## src/rtl/spr_pkg.sv

```systemverilog
package spr_pkg;

  localparam int POS_W      = 32;
  localparam int HEIGHT_W   = 32;
  localparam int SLOPE_W    = 24;
  localparam int FRAC_SHIFT = 16;
  localparam int PROD_W     = POS_W + SLOPE_W;
  localparam int DROP_W     = PROD_W - FRAC_SHIFT;
  localparam int DIFF_W     = DROP_W + 2;

  typedef struct packed {
    logic [POS_W-1:0]           position;
    logic signed [HEIGHT_W-1:0] height;
    logic                       last_sample;
  } sample_t;

  typedef struct packed {
    logic signed [HEIGHT_W-1:0] adjusted_height;
    logic                       last_result;
  } result_t;

  // one sweep read issued towards the store
  typedef struct packed {
    logic valid;
    logic init;
    logic backward;
  } sweep_op_t;

endpackage

```

## src/rtl/spr_emit.sv

```systemverilog
module spr_emit
  import spr_pkg::*;
(
  input  logic                       clk,
  input  logic                       rst,
  input  logic                       issue,
  input  logic                       issue_last,
  input  logic signed [HEIGHT_W-1:0] rd_height,
  output logic                       can_issue,
  output logic                       result_valid,
  input  logic                       result_stall,
  output result_t                    result
);

  logic    fly;
  logic    fly_last;
  logic    skid_valid;
  result_t skid_word;
  result_t arr_word;
  logic    pop;
  logic [1:0] occ;

  assign arr_word  = '{adjusted_height: rd_height, last_result: fly_last};
  assign pop       = result_valid && !result_stall;
  assign occ       = 2'(fly) + 2'(result_valid) + 2'(skid_valid);
  // a read may go out if its word has a register to land in
  assign can_issue = (occ < 2'd2) || (occ == 2'd2 && pop);

  always_ff @(posedge clk) begin
    fly_last <= issue_last;
    if (rst) begin
      fly          <= 1'b0;
      result_valid <= 1'b0;
      skid_valid   <= 1'b0;
    end else begin
      fly <= issue;
      if (!result_valid || pop) begin
        if (skid_valid) begin
          result_valid <= 1'b1;
          result       <= skid_word;
          skid_valid   <= fly;
          skid_word    <= arr_word;
        end else begin
          result_valid <= fly;
          result       <= arr_word;
        end
      end else if (fly) begin
        skid_valid <= 1'b1;
        skid_word  <= arr_word;
      end
    end
  end

endmodule

```

## config.mk

```make
export PLATFORM = sky130hd
export DESIGN_NAME = spr_emit
export DESIGN_NICKNAME = d
export VERILOG_FILES = /design/src/rtl/spr_pkg.sv /design/src/rtl/spr_emit.sv
export SDC_FILE = /design/constraint.sdc
export NUM_CORES = 1
export LEC_CHECK = 0
export CAP_MARGIN = 20
export CORE_ASPECT_RATIO = 1.4
export CORE_MARGIN = 2
export CORE_UTILIZATION = 55
export CTS_CLUSTER_SIZE = 16
export DETAILED_ROUTE_END_ITERATION = 10
export DONT_BUFFER_PORTS = 1
export GPL_TIMING_DRIVEN = 0
export PLACE_DENSITY = 0.77
export SETUP_SLACK_MARGIN = 0.5
export SLEW_MARGIN = 20
export SYNTH_ARGS = -nofsm -noshare
export SYNTH_HDL_FRONTEND = slang
export SYNTH_SLANG_ARGS = --single-unit
```

## constraint.sdc

```tcl
create_clock -name clk -period 4.41 [get_ports clk]
set_clock_uncertainty 0.1 [all_clocks]
set_input_delay 1.1025 -clock clk [delete_from_list [all_inputs] [get_ports clk]]
set_output_delay 1.1025 -clock clk [all_outputs]
set_load 0.02 [all_outputs]
```

==> results.cfg <==
[place]
placed_cell_area_um2 = 2770
dp_hpwl_mm = 2.80
numPortBuffers = 0
placed_cells = 188
place_ws_ps = 1470
gp_congestion = 0.659

[global_routing]
overflow = 0
grt_pass1_vias = 1229
grt_usage = 0.168
grt_pass1_wl_mm = 6.27
grt_max_degree = 19
antenna_found_initial = 0

[final_layout]
final_area_um2 = 2960
final_nets = 177
final_cells = 203
insertedDiodeCount = 0
drive_above_1_share = 0.418
area_delta_synth_final_pct = 13.1

[worst_setup_path]
cp-start-kind = register
path_depth = 2
rr_worst_depth = 3
arrival_ps = 2110
crit_type = reg2out
required_ps = 3210
cp_max_fo = 9
crit_buf_inv = 0
cp_slowest_stage_delay_ps = 670
end_kind = output port
crit_chain = fa_1 -> o31ai_1
cp_top_family = flip-flops
crit_slowest_cell = dfxtp_1

[timing]
slew_headroom = 0.535
fin_crit_ps = 3310
setup_ws_ps = 1100
fmax_mhz = 302
hold_viol = 0
finalSetupTns_ps = 0
worst_slew_pin_slew_ps = 692
period_share = 0.751
finalMaxSlewViolations = 0
rsz0062_at_grt = false
setup_viol = 0

[power_and_ir_drop]
ir_drop_v = 0.000293
leakage_nw = 0.962
cellPowerDensity_nw_per_um2 = 451

[hold_path]
worstHoldPathCells = 0
hp-class = reg2reg

[floorplan]
core_um2 = 4540
num_rows = 29
ioPinCount = 72
die_y_um = 85.5
die_x_um = 62.3
dieArea_um2 = 5330
start_util = 0.576

[status]
status = completed

[drt]
drt_iter0_drc = 81
vias = 1141
via_per_inst = 5.62
ant_nets = 0
detail_route.wl_per_cell_um = 20.2
wl_mm = 4.10
drt_pass1_iterations = 4
drc_errors = 0

[synthesis]
syn_inst = 124
async_flop_share = 0
yosys_warnings = 0
syn_area_um2 = 2610
seq_area_frac_synth = 0.789
yosys.area.top_type_share = 0.759
synth_top_cell_by_area = edfxtp_1
syn_avg_cell_area_um2 = 21.1
yosys-top-cells-area = edfxtp_1 76%, mux2_2 14%, dfxtp_1 3.1%, buf_6 1.3%, ha_1 0.96%
ys_top_cells_by_count = 66 x edfxtp_1, 33 x mux2_2, 4 x a21oi_1, 4 x dfxtp_1
synth_cell_types = 16
synth_seq_cells = 70
yosysMostFrequentCell = edfxtp_1
synth_edf_count = 66
synthFlopType = edfxtp_1
synth.net_count = 164

[clock_network]
clock-sinks = 70
cts_root_buf = clkbuf_8
postCtsSetupBuffers = 0
numCtsBuffers = 9
htreeDepth = 3
clk_path_buf_depth = 2
path_clk_slew_ps = 70
ctsResizeCount = 0
holdBufCountCts = 0
tritoncts = done
clock_latency_ps = 340

[run]
drv_cap = 0
-- per-stage QoR --
step / utilization / hold WS [ps] / total power, mW
6_report: 0.652 / 343 / 1.33
5_1_grt: 0.652 / 363 / 1.38
4_1_cts: 0.652 / 349 / 1.35
3_5_place_dp: 0.610 / 339 / 0.869
3_3_place_gp: 0.593 / 313 / 0.859
2_1_floorplan: - / 304 / 0.850
-- report_power, final --
group	switching, mW	internal [mW]
registers	0.0388	0.763
logic	0.0244	0.0273
clock network	0.224	0.256
total	0.287	1.05
-- worst paths after layout --
path                                   start            end  slack, ps
worst max-delay path            result_valid      can_issue       1100
worst min-delay path                fly_last   skid_word[0]        340
worst max register to register  result_valid  skid_word[15]       2330
worst min register to register      fly_last   skid_word[0]        340
-- kinds of logic after synthesis --
group	Yosys count	synth area share
AO/OA/AOI/OAI	7	0.0201
adder cells (fa/ha/maj)	3	0.0172
buffers and inverters	7	0.0230
flip-flops	70	0.789
multiplexers	33	0.142
AND/OR/NAND/NOR	4	0.00814
-- flip-flops by register name (all words and copies together) (netlist names) --
| signal | flops |
|---|---|
| result | 33 |
| skid_word | 33 |
| fly | 1 |
| fly_last | 1 |
| result_valid | 1 |
| skid_valid | 1 |
-- layout make-up --
type                       count  area (µm²)
sequential                    70        2060
fill                         305        1580
multi-input combinational     47         513
clock buffer                   9         124
tap                           62        77.6
clock inverter                 6        63.8
timing repair buffer           2        55.1
buffer                         4        48.8
inverter                       3        11.3
-- per-layer routing --
layer	wire [µm]	global-route usage
met5	0	0
met4	104	0.115
met3	240	0.0604
met2	2250	0.281
met1	1510	0.177
-- placed cells by master, fill, tap and decap left out --
cell type and n:
nor2b_1 1, fa_1 1, o31ai_1 1, clkbuf_8 9
nand3_1 1, a311oi_2 1, buf_8 1, clkinv_4 1
a21oi_1 2, bufinv_16 1, a21bo_2 1, dfxtp_1 4
mux2_2 33, buf_16 2, clkinv_2 2, nor2_2 1
ha_1 2, edfxtp_1 66, nand2_1 1, inv_1 3
clkinvlp_4 2, a21oi_4 2, buf_6 3
Note: power is estimated with default switching activity, not from simulation.
