--- src/rtl/spr_pkg.sv ---
package spr_pkg;

  localparam int POS_W      = 32;
  localparam int HEIGHT_W   = 32;
  localparam int SLOPE_W    = 24;
  localparam int FRAC_SHIFT = 16;
  localparam int PROD_W     = POS_W + SLOPE_W;
  localparam int DROP_W     = PROD_W - FRAC_SHIFT;
  localparam int DIFF_W     = DROP_W + 2;

  typedef struct packed {
    logic [POS_W-1:0]           position;
    logic signed [HEIGHT_W-1:0] height;
    logic                       last_sample;
  } sample_t;

  typedef struct packed {
    logic signed [HEIGHT_W-1:0] adjusted_height;
    logic                       last_result;
  } result_t;

  // one sweep read issued towards the store
  typedef struct packed {
    logic valid;
    logic init;
    logic backward;
  } sweep_op_t;

endpackage

--- src/rtl/spr_sweep.sv ---
module spr_sweep
  import spr_pkg::*;
#(
  parameter int AW = 6
) (
  input  logic                       clk,
  input  logic                       rst,
  input  sweep_op_t                  op,
  input  logic [AW-1:0]              op_addr,
  input  logic [SLOPE_W-1:0]         slope,
  input  logic [POS_W-1:0]           rd_pos,
  input  logic signed [HEIGHT_W-1:0] rd_height,
  output logic                       wr_en,
  output logic [AW-1:0]              wr_addr,
  output logic signed [HEIGHT_W-1:0] wr_height,
  output logic                       busy
);

  sweep_op_t                  b_op;
  sweep_op_t                  c_op;
  logic [AW-1:0]              b_addr;
  logic [AW-1:0]              c_addr;
  logic signed [HEIGHT_W-1:0] c_height;
  logic [PROD_W-1:0]          c_prod;
  logic [POS_W-1:0]           p_prev;
  logic signed [HEIGHT_W-1:0] h_adj;

  logic [POS_W-1:0]           p_hi;
  logic [POS_W-1:0]           p_lo;
  logic [POS_W-1:0]           du;
  logic signed [DIFF_W-1:0]   diff;
  logic                       under;
  logic signed [HEIGHT_W-1:0] floor_h;
  logic                       raise;

  // stage b: position step towards the neighbour, times slope
  always_comb begin
    p_hi = b_op.backward ? p_prev : rd_pos;
    p_lo = b_op.backward ? rd_pos : p_prev;
    du   = (p_hi > p_lo) ? (p_hi - p_lo) : '0;
  end

  // stage c: neighbour minus drop, saturated low, then raise
  always_comb begin
    diff    = DIFF_W'(h_adj) - $signed({2'b00, c_prod[PROD_W-1:FRAC_SHIFT]});
    under   = diff[DIFF_W-1:HEIGHT_W-1] != {(DIFF_W-HEIGHT_W+1){diff[DIFF_W-1]}};
    floor_h = under ? $signed({1'b1, {(HEIGHT_W-1){1'b0}}}) : diff[HEIGHT_W-1:0];
    raise   = c_height < floor_h;
  end

  always_ff @(posedge clk) begin
    if (rst) begin
      b_op <= '0;
      c_op <= '0;
    end else begin
      b_op <= op;
      c_op <= b_op;
    end
    b_addr   <= op_addr;
    c_addr   <= b_addr;
    c_height <= rd_height;
    c_prod   <= PROD_W'(du) * PROD_W'(slope);
    if (b_op.valid) begin
      p_prev <= rd_pos;
    end
    if (c_op.valid) begin
      h_adj <= (c_op.init || !raise) ? c_height : floor_h;
    end
  end

  assign wr_en     = c_op.valid && !c_op.init && raise;
  assign wr_addr   = c_addr;
  assign wr_height = floor_h;
  assign busy      = b_op.valid || c_op.valid;

endmodule

--- config.mk ---
export PLATFORM = sky130hd
export DESIGN_NAME = spr_sweep
export DESIGN_NICKNAME = d
export VERILOG_FILES = /design/src/rtl/spr_pkg.sv /design/src/rtl/spr_sweep.sv
export SDC_FILE = /design/constraint.sdc
export NUM_CORES = 2
export LEC_CHECK = 0
export ABC_AREA = 1
export BUFFER_PORTS_ARGS = -buffer_cell sky130_fd_sc_hd__buf_2
export CAP_MARGIN = 20
export CORE_ASPECT_RATIO = 1.5
export CORE_MARGIN = 8
export CORE_UTILIZATION = 49
export CTS_CLUSTER_DIAMETER = 50
export DETAILED_ROUTE_END_ITERATION = 12
export GPL_TIMING_DRIVEN = 0
export PLACE_DENSITY_LB_ADDON = 0.08
export SLEW_MARGIN = 0
export SYNTH_ARGS = -nofsm -noshare
export SYNTH_HDL_FRONTEND = slang
export SYNTH_SLANG_ARGS = --single-unit
--- constraint.sdc ---
create_clock -name clk -period 9.8 [get_ports clk]
set_clock_uncertainty 0.05 [all_clocks]
set_input_delay 0.49 -clock clk [delete_from_list [all_inputs] [get_ports clk]]
set_output_delay 0.49 -clock clk [all_outputs]
set_load 0.1 [all_outputs]
==> flow_summary.yaml <==
worst_setup_path:
  cp_top_family: "adder cells"
  cp.required_ps: 10160
  crit_type: "reg2reg"
  path_max_fanout: 10
  crit_buf_inv: 13
  worst_setup_path_end_kind: "flip-flop"
  worst_path_max_delay_cell: "fa_1"
  cp_slowest_stage_delay_ps: 560
  start_kind: "flip-flop"
  cp_common_cell: "fa_1"
  arrival_ps: 10050
floorplan:
  rows: 120
  die_w_um: 235
  fp.dieH_um: 344
  core_region_area_um2: 71200
  die_area_um2: 80800
  boundaryPins: 139
  start_util_pct: 49.4
yosys:
  synth_top_area_share_pct: 37.5
  yosys_warnings: 0
  syn_area_um2: 35200
  syn_avg_cell_area_um2: 7.64
  synthTopCellsByCount: "1081 x inv_1, 993 x nand2_1, 659 x fa_1"
  synth.yosys.seq_area_share_pct: 10.5
  synth-edff-count: 64
  syn_nets: 5641
  synth_top_flop_cell: "dfxtp_1"
  ys_types: 58
  ys_async_sr_fraction_pct: 0
  yosys-top-cells-area: "fa_1 38%, inv_1 12%, nand2_1 11%"
  synth_cells: 4602
  post-synth-top-count-cell: "inv_1"
  yosys.area.top_type: "fa_1"
  synth_seq_cells: 153
clock_tree:
  root_buffer: "clkbuf_16"
  ctsHtreeMaxLevel: 4
  cts_tree: "done"
  cts.sinks: 153
  cts_buffers: 17
  cts.clk_slew.worst_paths_ps: 90
  clock_latency_ps: 540
  clockBufferDepth: 2
flow_run:
  drv_cap: 0
finish:
  layout.nets: 5913
  drive_above_1_share_pct: 14.3
  layout.cells.non_filler: 5805
  syn_to_final_growth_pct: 16.8
  fin_util_pct: 57.7
detailed_routing:
  wl_met1_um: 43800
  via_count: 30917
  route.met2.wl_um: 68400
  finalWirelength_um: 133000
  first_iter_violations: 1722
  avgRoutedWirePerCell_um: 22.9
  final_antenna_net_count: 0
  met3_length_um: 7150
  drc: 0
  dr.pass1.iters: 6
  highest_layer: "met4"
  via_per_inst: 5.33
place:
  placedCellCount: 5641
  place.gp.congestion: 1.01
  port_buffers: 123
  post-dp-hpwl_um: 112000
timing:
  finalCritPeriodShare_pct: 98.9
  finalHoldViolCount: 0
  fmax_mhz: 103
  max_slew_margin_pct: 23.0
  final.min_clock_period_ps: 9690
  slew_violations: 0
  setup_viol: 0
  tightestPinTransition_ps: 1160
  rsz0062_at_grt: "true"
global_route:
  antenna_found_initial: 5
  grt_pass1_vias: 33742
  grt_util_all_layers_pct: 33.0
  grt_pass1_wl_um: 197000
  grt_max_degree: 34
  grt_overflow: 0
run_status:
  run_status: "finished, final reports clean"
hold_path:
  hold_path.class: "in2reg"
cell usage in the layout, fill, tap and decap left out, types with 27 or more instances in the layout:
cell	n
inv_1	1042
nand2_1	941
fa_1	641
nor2_1	546
ha_1	254
buf_2	129
a21oi_1	120
buf_4	101
o21ai_0	94
dfxtp_1	86
clkbuf_1	73
edfxtp_1	64
nand3_1	58
nand2_2	49
nand4_1	46
xor2_1	43
xnor2_1	42
nor2_2	40
inv_2	39
dlygate4sd3_1	34
a21oi_2	29
nor2_4	29
clkbuf_16	27
worst reg2reg max path: cells and delay by family, from the launching register on:
kind                       cells  cell delay (ps)
DFF                            1              450
xor gates and xnor gates       1              170
buffers and inverters         13             1350
adders and majority gates     10             4400
AOI/OAI and AO/OA             11             2250
and+or+nand+nor               10              940
state kept, by name (all words and copies together), names as in the netlist:
| register | count |
|---|---|
| h_adj | 32 |
| c_op | 2 |
| b_addr | 6 |
| b_op | 3 |
| wr_addr | 6 |
| c_height | 32 |
| p_prev | 32 |
| c_prod | 40 |
worst paths after layout:
check                                   end          from  slack [ps]  depth (start not counted)
worst min-delay path            c_height[8]  rd_height[8]          20                          1
worst min register to register   wr_addr[1]     b_addr[1]         280                          0
worst max register to register   c_prod[31]       b_op[0]         110                         45
worst max-delay path             c_prod[31]       b_op[0]         110                         45
timing repair:
item / in CTS / in global routing
hold endpoints to repair: 34 / 0
endpoints found under the setup margin: 40 / 38
gates resized for setup: 389 / 284
hold buffers: 34 / 0
buffers inserted: 48 / 50
pin swaps: 54 / 108
cloned: 1 / 0
kinds of logic (layout without fill, tap and decap cells):
family          count (synthesis)  after routing  share of synthesized area [%]
other cells                     0              3                              0
fa+ha+maj                     940            940                           47.5
compound gates                372            372                           5.91
flops                         153            153                           10.5
buf+inv                      1259           1544                           13.6
xor+xnor                       86             86                           2.14
simple gates                 1792           1792                           20.3
routing by layer:
| metal | vias to the layer above | track usage, % |
|---|---|---|
| met4 | 0 | 27.9 |
| met5 | - | 0 |
| met1 | 15124 | 31.7 |
| met3 | 437 | 5.16 |
| li1 | 14207 | - |
| met2 | 1149 | 61.5 |
per-stage QoR:
stage / setup TNS, ps / hold WS [ps] / instance area [um2] / setup WS (ps)
2_1_floorplan: 0 / 260 / 35200 / 504
3_5_place_dp: -96780 / 262 / 36900 / -3120
6_report: 0 / 20.7 / 41100 / 107
5_1_grt: -748 / 5.17 / 41100 / -74.3
3_3_place_gp: -98030 / 261 / 36900 / -3160
4_1_cts: -18.0 / 3.24 / 39800 / -18.0
area by class of cell:
class	count	area, um2
Inverter	1104	4200
Antenna cell	3	7.51
Multi-Input combinational cell	3190	28400
Buffer	151	1200
Sequential cell	153	3710
Tap cell	915	1140
Clock buffer	17	425
Timing Repair Buffer	257	1800
Clock inverter	15	185
Fill cell	6865	30100
Power is left out: the tool's default activity adds up to more than one toggle a clock period on the data nets, which glitch-free logic cannot reach.
