--- src/rtl/spr_pkg.sv ---
package spr_pkg;

  localparam int POS_W      = 32;
  localparam int HEIGHT_W   = 32;
  localparam int SLOPE_W    = 24;
  localparam int FRAC_SHIFT = 16;
  localparam int PROD_W     = POS_W + SLOPE_W;
  localparam int DROP_W     = PROD_W - FRAC_SHIFT;
  localparam int DIFF_W     = DROP_W + 2;

  typedef struct packed {
    logic [POS_W-1:0]           position;
    logic signed [HEIGHT_W-1:0] height;
    logic                       last_sample;
  } sample_t;

  typedef struct packed {
    logic signed [HEIGHT_W-1:0] adjusted_height;
    logic                       last_result;
  } result_t;

  // one sweep read issued towards the store
  typedef struct packed {
    logic valid;
    logic init;
    logic backward;
  } sweep_op_t;

endpackage

--- src/rtl/spr_store.sv ---
module spr_store
  import spr_pkg::*;
#(
  parameter int DEPTH = 64,
  parameter int AW    = 6
) (
  input  logic                       clk,
  input  logic                       pos_we,
  input  logic                       height_we,
  input  logic [AW-1:0]              wr_addr,
  input  logic [POS_W-1:0]           wr_pos,
  input  logic signed [HEIGHT_W-1:0] wr_height,
  input  logic [AW-1:0]              rd_addr,
  output logic [POS_W-1:0]           rd_pos,
  output logic signed [HEIGHT_W-1:0] rd_height
);

  logic [POS_W-1:0]           pos_mem    [DEPTH];
  logic signed [HEIGHT_W-1:0] height_mem [DEPTH];

  always_ff @(posedge clk) begin
    if (pos_we) begin
      pos_mem[wr_addr] <= wr_pos;
    end
    rd_pos <= pos_mem[rd_addr];
  end

  always_ff @(posedge clk) begin
    if (height_we) begin
      height_mem[wr_addr] <= wr_height;
    end
    rd_height <= height_mem[rd_addr];
  end

endmodule

--- config.mk ---
export PLATFORM = sky130hd
export DESIGN_NAME = spr_store
export DESIGN_NICKNAME = d
export VERILOG_FILES = /design/src/rtl/spr_pkg.sv /design/src/rtl/spr_store.sv
export SDC_FILE = /design/constraint.sdc
export NUM_CORES = 2
export LEC_CHECK = 0
export BUFFER_PORTS_ARGS = -buffer_cell sky130_fd_sc_hd__buf_4
export CAP_MARGIN = 20
export CORE_ASPECT_RATIO = 1.75
export CORE_UTILIZATION = 50
export CTS_BUF_LIST = sky130_fd_sc_hd__clkbuf_16
export DETAILED_ROUTE_END_ITERATION = 6
export PLACE_DENSITY = 0.68
export SYNTH_ARGS = -nofsm -noshare
export SYNTH_HDL_FRONTEND = slang
export SYNTH_SLANG_ARGS = --single-unit
--- constraint.sdc ---
create_clock -name clk -period 3.4 [get_ports clk]
set_input_delay 0.68 -clock clk [delete_from_list [all_inputs] [get_ports clk]]
set_output_delay 0.68 -clock clk [all_outputs]
set_load 0.005 [all_outputs]
==> impl_metrics.sql <==
INSERT INTO impl_metrics (metric_group, metric, value, unit) VALUES
('setup_path', 'path_delay_family', 'flip-flops', ''),
('synth', 'synth_enable_flop_cells', '4096', ''),
('route', 'first_iter_violations', '8572', ''),
('setup_path', 'worst_ep_arrival_time', '1860', 'ps'),
('sta', 'grt_setup_unrepaired', 'no', ''),
('power', 'power.share.clock', '39.9', '%'),
('synth', 'post_synthesis_instance_area', '156000', 'sq um'),
('grt', 'grt_max_degree', '80', ''),
('route', 'remaining_drc_errors', '0', ''),
('sta', 'clock_skew', '79.6', 'ps'),
('clock_network', 'post_cts.repair.setup_buffers', '0', ''),
('clock_network', 'maximum_level_of_the_cts_h_tree', '5', ''),
('power', 'share_seq_of_total_power', '55.0', '%'),
('setup_path', 'path_max_fanout', '1', ''),
('clock_network', 'cts_clock_pin_slew_for_the_worst_setup_and_hold_paths', '70', 'ps'),
('power', 'intPower', '82200', 'uW'),
('route', 'drt-total-wl', '417000', 'um'),
('power', 'worst_ir_drop_vdd', '0.386', 'mV'),
('setup_path', 'critical_path_depth', '1', ''),
('die', 'core.rowCount', '271', ''),
('die', 'core_area', '311000', 'sq um'),
('setup_path', 'worstRegToRegCells', '4', ''),
('setup_path', 'crit_type', 'register to primary output', ''),
('route', 'first_pass_iters', '5', ''),
('sta', 'transition_at_the_pin_with_the_smallest_max_transition_slack', '1170', 'ps'),
('sta', 'final_period_minus_worst_setup_slack', '2540', 'ps'),
('synth', 'synth_fp_nets', '6692', ''),
('power', 'power.switching', '21600', 'uW'),
('route', 'route.top_layer_used', 'met5', ''),
('final_layout', 'final_core_util', '57.4', '%'),
('power', 'share_comb_of_total_power', '5.2', '%'),
('synth', 'synth_sequential_area_ratio', '79.7', '%'),
('clock_network', 'cts_resized', '0', ''),
('final_layout', 'drive_above_1_share', '30.5', '%'),
('route', 'drt.antenna.violating_nets', '0', ''),
('min_path', 'whs_path_depth', '1', ''),
('synth', 'synthArstFlopShare', '0', '%'),
('clock_network', 'clk_path_buf_depth', '4', ''),
('placement', 'place_hpwl', '258000', 'um'),
('min_path', 'hold_path.class', 'input pin to register', ''),
('placement', 'globalplace.congestion', '0.825', ''),
('setup_path', 'critPathCaptureType', 'primary output', ''),
('setup_path', 'cp_slowest_cell', 'sky130_fd_sc_hd__dfxtp_1', ''),
('sta', 'period_share', '74.7', '%'),
('grt', 'grt-ovfl-total', '0', ''),
('clock_network', 'root_buffer', 'sky130_fd_sc_hd__clkbuf_16', ''),
('clock_network', 'clock_tree_from_tritoncts', 'done', ''),
('setup_path', 'worst-path-buf-inv', '1', ''),
('power', 'p_sw_share', '20.8', '%'),
('final_layout', 'final_nets', '7261', ''),
('power', 'power.leakage', '0.0558', 'uW'),
('route', 'met3_length', '28200', 'um'),
('synth', 'synthFlopType', 'sky130_fd_sc_hd__edfxtp_1', ''),
('grt', 'grt_first_pass_wirelength', '584000', 'um'),
('die', 'start_util', '50.2', '%'),
('outcome', 'outcome', 'completed', ''),
('die', 'die-area', '314000', 'sq um'),
('route', 'met1Wirelength', '137000', 'um'),
('die', 'floorplan.io_pins', '143', ''),
('clock_network', 'tritoncts.num_buffers', '352', ''),
('job', 'drv.max_cap_violation_count', '0', ''),
('sta', 'final-hold-violation-count', '0', ''),
('setup_path', 'critical_path.startpoint_type', 'register', ''),
('clock_network', 'insertion_delay_to_the_later_sink_of_the_worst_skew_pair', '900', 'ps'),
('power', 'report.power.total', '104000', 'uW'),
('placement', 'dpl.cell_count', '10900', ''),
('grt', 'grt_antenna_before_repair', '13', ''),
('setup_path', 'critical_path_required', '2720', 'ps'),
('clock_network', 'clock_sinks', '4160', ''),
('route', 'avgViaCountPerCell', '6.44', ''),
('synth', 'yosysUniqueCellTypes', '32', '');
==> final timing paths <==
check	to	from	slack, ps
min	pos_mem[61][28]	wr_pos[28]	350
min reg2reg	rd_pos[5]	pos_mem[54][5]	800
max reg2reg	rd_height[26]	height_mem[16][26]	1230
max	rd_height[29]	rd_height[29]	860
==> cell families (layout without fill, tap and decap cells) <==
family          Yosys count  in the layout  share of synthesized area [%]
mux                    1092           1092                           15.2
other cells               0             14                              0
simple gates            386            386                           1.17
buf+inv                 399           1243                           1.15
flops                  4160           4160                           79.7
compound gates          576            576                           2.83
==> cell usage in the layout (no fill, tap or decap), types with 3 or more instances in the layout <==
master / count
sky130_fd_sc_hd__clkinv_1: 58
sky130_fd_sc_hd__nand2b_1: 4
sky130_fd_sc_hd__a21oi_1: 33
sky130_fd_sc_hd__nand2_1: 18
sky130_fd_sc_hd__mux2i_1: 69
sky130_fd_sc_hd__or3b_2: 8
sky130_fd_sc_hd__nor2_1: 65
sky130_fd_sc_hd__clkinv_2: 49
sky130_fd_sc_hd__nor2_4: 131
sky130_fd_sc_hd__clkinvlp_4: 19
sky130_fd_sc_hd__nand3_1: 100
sky130_fd_sc_hd__nand3b_1: 40
sky130_fd_sc_hd__inv_6: 4
sky130_fd_sc_hd__o211a_1: 64
sky130_fd_sc_hd__clkinv_8: 4
sky130_fd_sc_hd__inv_1: 83
sky130_fd_sc_hd__nor2b_4: 3
sky130_fd_sc_hd__a211oi_1: 31
sky130_fd_sc_hd__mux4_2: 1022
sky130_fd_sc_hd__diode_2: 14
sky130_fd_sc_hd__clkinv_4: 8
sky130_fd_sc_hd__bufinv_16: 54
sky130_fd_sc_hd__dfxtp_1: 64
sky130_fd_sc_hd__o22ai_1: 93
sky130_fd_sc_hd__clkbuf_16: 360
sky130_fd_sc_hd__buf_4: 452
sky130_fd_sc_hd__edfxtp_1: 4096
sky130_fd_sc_hd__o221ai_1: 96
sky130_fd_sc_hd__or3_1: 4
sky130_fd_sc_hd__nand2b_2: 3
sky130_fd_sc_hd__a22oi_1: 256
sky130_fd_sc_hd__buf_12: 146
==> metal layers <==
layer	GRT usage (%)	up-vias
li1	-	29700
met1	30.4	40300
met2	48.5	3653
met3	3.57	863
met4	13.5	4
met5	0	-
==> power by group through the flow <==
stage,sequential [uW],combinational (uW),clock (uW)
5_1_grt,57100,5620,43500
4_1_cts,57100,5440,41800
6_report,57100,5360,41400
3_3_place_gp,58200,5310,0
2_1_floorplan,58000,2610,0
3_5_place_dp,58200,5420,0
==> flip-flops by register name, indices dropped and copies added (netlist names) <==
register,flops
pos_mem,2048
rd_height,32
rd_pos,32
height_mem,2048
==> Yosys cell counts (5+ instances only) <==
| cell | n | area, sq um |
|---|---|---|
| sky130_fd_sc_hd__edfxtp_1 | 4096 | 123000 |
| sky130_fd_sc_hd__mux4_2 | 1022 | 23000 |
| sky130_fd_sc_hd__a22oi_1 | 256 | 1920 |
| sky130_fd_sc_hd__nor2_1 | 196 | 736 |
| sky130_fd_sc_hd__clkbuf_1 | 178 | 668 |
| sky130_fd_sc_hd__buf_2 | 142 | 711 |
| sky130_fd_sc_hd__nand3_1 | 100 | 500 |
| sky130_fd_sc_hd__o221ai_1 | 96 | 841 |
| sky130_fd_sc_hd__o22ai_1 | 93 | 582 |
| sky130_fd_sc_hd__mux2i_1 | 69 | 691 |
| sky130_fd_sc_hd__dfxtp_1 | 64 | 1280 |
| sky130_fd_sc_hd__o211a_1 | 64 | 641 |
| sky130_fd_sc_hd__buf_1 | 40 | 150 |
| sky130_fd_sc_hd__nand3b_1 | 40 | 300 |
| sky130_fd_sc_hd__a21oi_1 | 33 | 165 |
| sky130_fd_sc_hd__a211oi_1 | 31 | 233 |
| sky130_fd_sc_hd__buf_4 | 21 | 158 |
| sky130_fd_sc_hd__nand2_1 | 19 | 71.3 |
| sky130_fd_sc_hd__inv_1 | 13 | 48.8 |
| sky130_fd_sc_hd__or3b_2 | 8 | 70.1 |
| sky130_fd_sc_hd__nand2b_1 | 7 | 43.8 |
| sky130_fd_sc_hd__buf_6 | 5 | 56.3 |
| sky130_fd_sc_hd__nor2b_1 | 5 | 31.3 |
==> area by class of cell <==
cell class / count / area, sq um / area share [%]
sequential: 4160 / 124000 / 69.6
timing repair buffer: 601 / 6370 / 3.57
clock buffer: 360 / 9010 / 5.04
clock inverter: 269 / 2730 / 1.53
tap: 4095 / 5120 / 2.87
multi-input combinational: 2054 / 31000 / 17.3
antenna: 14 / 35.0 / 0.0196
inverter: 13 / 48.8 / 0.0273
==> stage by stage <==
stage | setup WS (ps) | setup TNS, ps | cell area (sq um) | hold slack, ps
after global placement | -95.9 | -95.9 | 167000 | 805
final | 859 | 0 | 179000 | 354
after CTS | 801 | 0 | 179000 | 288
after detailed placement | -68.1 | -68.1 | 167000 | 820
after global routing | 844 | 0 | 179000 | 336
after floorplan | -146 | -137490 | 156000 | 779
No activity file was read; power rests on OpenSTA's default activity.
